--- src/ffsa_ram.sv ---
// ffsa_ram: generic single write port, single read port ram with registered read
// no dependencies
`timescale 1ns / 1ps
`default_nettype none

module ffsa_ram #(
    parameter int WIDTH  = 64,
    parameter int DEPTH  = 64,
    parameter int ADDR_W = (DEPTH > 1) ? $clog2(DEPTH) : 1
) (
    input  wire logic              clk,
    input  wire logic              we,
    input  wire logic [ADDR_W-1:0] waddr,
    input  wire logic [WIDTH-1:0]  wdata,
    input  wire logic [ADDR_W-1:0] raddr,
    output logic      [WIDTH-1:0]  rdata
);

    logic [WIDTH-1:0] mem [DEPTH];

    always_ff @(posedge clk)
    begin
        if (we)
        begin
            mem[waddr] <= wdata;
        end
        rdata <= mem[raddr];
    end

endmodule

`default_nettype wire
--- config.mk ---
export PLATFORM = sky130hd
export DESIGN_NAME = ffsa_ram
export DESIGN_NICKNAME = d
export VERILOG_FILES = /design/src/ffsa_ram.sv
export SDC_FILE = /design/constraint.sdc
export NUM_CORES = 2
export LEC_CHECK = 0
export BUFFER_PORTS_ARGS = -buffer_cell sky130_fd_sc_hd__buf_2
export CAP_MARGIN = 20
export CORE_MARGIN = 2
export CORE_UTILIZATION = 45
export DETAILED_ROUTE_END_ITERATION = 8
export GPL_ROUTABILITY_DRIVEN = 0
export GPL_TIMING_DRIVEN = 0
export PLACE_DENSITY = 0.65
export RECOVER_POWER = 100
export SLEW_MARGIN = 20
export SYNTH_ARGS = -nofsm -noshare
export SYNTH_HDL_FRONTEND = slang
export SYNTH_SLANG_ARGS = --single-unit
--- constraint.sdc ---
create_clock -name clk -period 7 [get_ports clk]
set_input_delay 0.7 -clock clk [delete_from_list [all_inputs] [get_ports clk]]
set_output_delay 0.7 -clock clk [all_outputs]
set_load 0.005 [all_outputs]
Word-level counts from Yosys, hierarchy flattened
Memory sizes are Yosys's and may differ from the RTL's. A register that Yosys moved wholly into a read port is not among the register bits.
Cells that the tools add are included.
- input port bits: 78
- memories: 1
- flip-flop bits (word level): 0
- logic and storage cells: 3
- bits in writable memories: 4096
- muxes and demuxes: 2
- memory list (name ; depth ; bits a word ; read ports ; clocked after Yosys merged registers in ; write ports ; RTL line ; source):
    mem ; 64 ; 64 ; 1 ; 1 ; 1 ; 19 ; logic [WIDTH-1:0] mem [DEPTH];
- operators by type and width (operator ; number):
    $mux W1 ; 2

Longest topological paths before layout
- depth in word-level cells: 2
- depth in mapped cells: 9
- mapped depth without buffers: 5

Least setup slack after synthesis
OpenSTA, ideal clock, no wires.
- kind: input-to-reg
- start: in waddr[3]
- end: mem mem[48][0], enable pin
- arrival: 5.572 ns
- path buffers: 1
- required time: 6.436 ns
- setup slack: 0.864 ns
- setup time: 0.564 ns
- stages on the path: 4
- cell sequence: clkbuf_1 nor2b_1 nand4b_1 nor3_1
- RTL lines (item ; RTL line ; source):
    start, declared ; 13 ; input wire logic [ADDR_W-1:0] waddr,
    end, declared ; 19 ;
No word-level cell before the write port.

Worst setup path in the final report
- start: in waddr[3]
- end: mem mem[53][25], enable pin
No word-level cell before the write port.

==> flow_summary.json <==
{
  "report.final.hold_viol_count": 0,
  "ir_drop_mv": 0.231,
  "drt-pass1-iter-count": 6,
  "layout_commonest_cell": "sky130_fd_sc_hd__edfxtp_1",
  "cts_max_path_buffers": 4,
  "holdCritPathClass": "input pin to flop",
  "r2r_cells": 5,
  "timing.critical_path.slowest_stage_cell": "sky130_fd_sc_hd__clkbuf_1",
  "die_area_um2": 352000,
  "totalPowerFinal_mw": 51.4,
  "worst-endpoint-required_ps": 7510,
  "routed_wirelength_mm": 424,
  "worstPathCellList": "clkbuf_1, nor2b_1, nand4_1, nor2_1, clkbuf_1, clkbuf_1, clkbuf_1",
  "setup.worst_path.class": "input pin to flop",
  "cts_setup_buffers": 0,
  "mappedNetlistArea_um2": 156000,
  "post_cts_resize_count": 0,
  "layout-drive-gt1-share_pct": 24.2,
  "cts_hold_buffers": 0,
  "tritoncts_num_sinks": 4160,
  "rsz0062_at_grt": "no",
  "holdCritStartpoint": "waddr[0]",
  "crit_fanout": 19,
  "drv.max_cap_violation_count": 175,
  "cellLeakagePower_nw": 54.5,
  "cp_common_cell": "sky130_fd_sc_hd__clkbuf_1",
  "max_clock_freq_mhz": 181,
  "number_of_setup_violations_in_the_final_report": 0,
  "io_pins": 142,
  "crit_start": "waddr[3]",
  "worst-slew-pin-transition_ps": 3750,
  "crit_arrival_ps": 6040,
  "clock_latency_ps": 920,
  "worstHoldEndpoint": "mem[49][0]$_DFFE_PP_",
  "num_rows": 216,
  "violations_in_the_final_reports": "max-capacitance violations, max-slew violations",
  "crit_path_start_kind": "input pin",
  "area.growth.synth_to_final_pct": 13.0,
  "number_of_global_route_vias_before_repair": 76500,
  "clkSlewWorstSetupHoldPaths_ps": 70,
  "vias": 76200,
  "detail_route.drc_violations": 0,
  "hold-path-cell-count": 3,
  "dpl_cell_area_um2": 169000,
  "timing.final.crit_share_pct": 79.0,
  "drt-wirelength-per-cell_um": 34.5,
  "layout_common_cells": "sky130_fd_sc_hd__edfxtp_1 (4096), sky130_fd_sc_hd__mux4_2 (1024), sky130_fd_sc_hd__clkbuf_1 (578)",
  "crit_path_end_kind": "flop",
  "routed_via_density": 6.19,
  "synth-edff-count": 4096,
  "cts-htree-levels": 5,
  "reg2reg_to": "rdata[1]$_DFF_P_",
  "grt_remaining_overflow": 0,
  "grt_start_max_net_pins": 65,
  "maxSlewViolCount": 5832,
  "min_period_ps": 5530,
  "tritoncts": "yes",
  "top_reg_cell_synth": "sky130_fd_sc_hd__edfxtp_1",
  "grt_pass1_wl_mm": 591,
  "nNetsFinal": 7478,
  "start_util_pct": 45.2,
  "fillers": 26700,
  "dp.final_hpwl_mm": 285,
  "yosys_warnings": 0,
  "numCtsBuffers": 400,
  "postSynth.asyncResetShare_pct": 0,
  "synthesis.nets": 6676,
  "synthCells": 6598,
  "power_per_cell_area_nw_per_um2": 291,
  "cpPeakStageDelay_ps": 1190,
  "synth_seq_cells": 4160,
  "post_synth_num_cell_types": 33,
  "synth_area_per_cell_um2": 23.7,
  "floorplan_core_area_um2": 346000,
  "track_usage_pct": 23.8,
  "maxSlewHeadroom_pct": -150,
  "detailedRoute.firstIterationViolations": 10800,
  "final.setup.worst_slack_ps": 1470,
  "clock_skew_ps": 33.2,
  "worstReg2RegStart": "mem[49][1]$_DFFE_PP_",
  "dieHeight_um": 593,
  "chipWidth_um": 593,
  "r2r_slack_ps": 4050,
  "pre_cts_slack_ps": 2020,
  "postRouteAntennaNets": 0,
  "numPortBuffers": 133,
  "seq_area_frac_synth_pct": 79.5,
  "final_area_um2": 177000,
  "cts_root_buf": "sky130_fd_sc_hd__clkbuf_16",
  "antenna_violations_before_repair": 35,
  "result_of_the_run": "complete, but fails checks"
}
[stage by stage]
| step | util, % | hold slack, ps | std cells | TNS [ps] |
|---|---|---|---|---|
| 4_1_cts | 52.5 | 175 | 12300 | 0 |
| 6_report | 51.1 | 596 | 12300 | 0 |
| 5_1_grt | 51.1 | 577 | 12300 | 0 |
| 3_5_place_dp | 48.8 | 922 | 11600 | 0 |
| 3_3_place_gp | 47.0 | 929 | 11300 | -5896290 |
| 2_1_floorplan | - | 788 | 6598 | 0 |
[routing by layer]
metal	routed length [um]	up-vias	global-route usage, %
met3	45500	822	5.15
met5	54	-	0
met2	201000	4456	37.6
met1	159000	40800	32.5
li1	-	30100	-
met4	18900	10	9.23
[how the worst max path moves through the flow]
| stage | cells past startpoint | end |
|---|---|---|
| floorplan | 4 | mem[48][0]$_DFFE_PP_ |
| global placement | 4 | mem[48][29]$_DFFE_PP_ |
| detailed placement | 8 | rdata[23]$_DFF_P_ |
| CTS | 8 | rdata[23]$_DFF_P_ |
| global route | 7 | mem[53][25]$_DFFE_PP_ |
| finish | 7 | mem[53][25]$_DFFE_PP_ |
[synth_stat cells, drive strengths merged, types with 26 or more instances]
master	n	area (um^2)
a211oi	63	473
a22o	88	771
a22oi	168	1260
a41oi	26	228
and3	64	400
buf	230	1250
clkbuf	140	526
dfxtp	64	1280
edfxtp	4096	123000
mux2i	135	1350
mux4	1024	23100
nand2	58	218
nand3	45	225
nor2	112	420
nor2b	28	175
o221ai	38	333
o22ai	83	519
or2	28	175
or3	29	181
[worst max-delay path: cells and delay by family]
| kind | cells | cell delay, ps |
|---|---|---|
| buffers and inverters | 4 | 3690 |
| and+or+nand+nor | 3 | 1560 |
[power breakdown]
part	total [mW]	internal (mW)	leakage [nW]	switching, mW
logic	2.61	0.852	10.9	1.76
registers	27.7	27.6	37.4	0.0535
clock network	21.1	12.0	6.16	9.13
total	51.4	40.5	54.5	10.9
[area by class of cell]
cell class                      count  area (um^2)  area share [%]
Clock inverter                    219         1950            1.10
Inverter                           19         71.3          0.0404
Buffer                            370         1760           0.997
Sequential cell                  4160       124000            70.3
Clock buffer                      503        10600            6.03
Timing Repair Buffer              400         1990            1.12
Multi-Input combinational cell   2049        30200            17.1
Tap cell                         4578         5730            3.24
Antenna cell                       14         35.0          0.0198
[cells by family after synthesis]
kind of cell           count (synthesis)  synth area share [%]
and+or+nand+nor                      386                  1.24
AOI/OAI and AO/OA                    504                  2.48
DFF                                 4160                  79.5
buffers and inverters                389                  1.18
muxes                               1159                  15.6
[registers in the layout, summed over array words and instances (netlist names)]
register and cells:
rdata 64, mem 4096
Note: power is estimated with default switching activity, not from simulation.
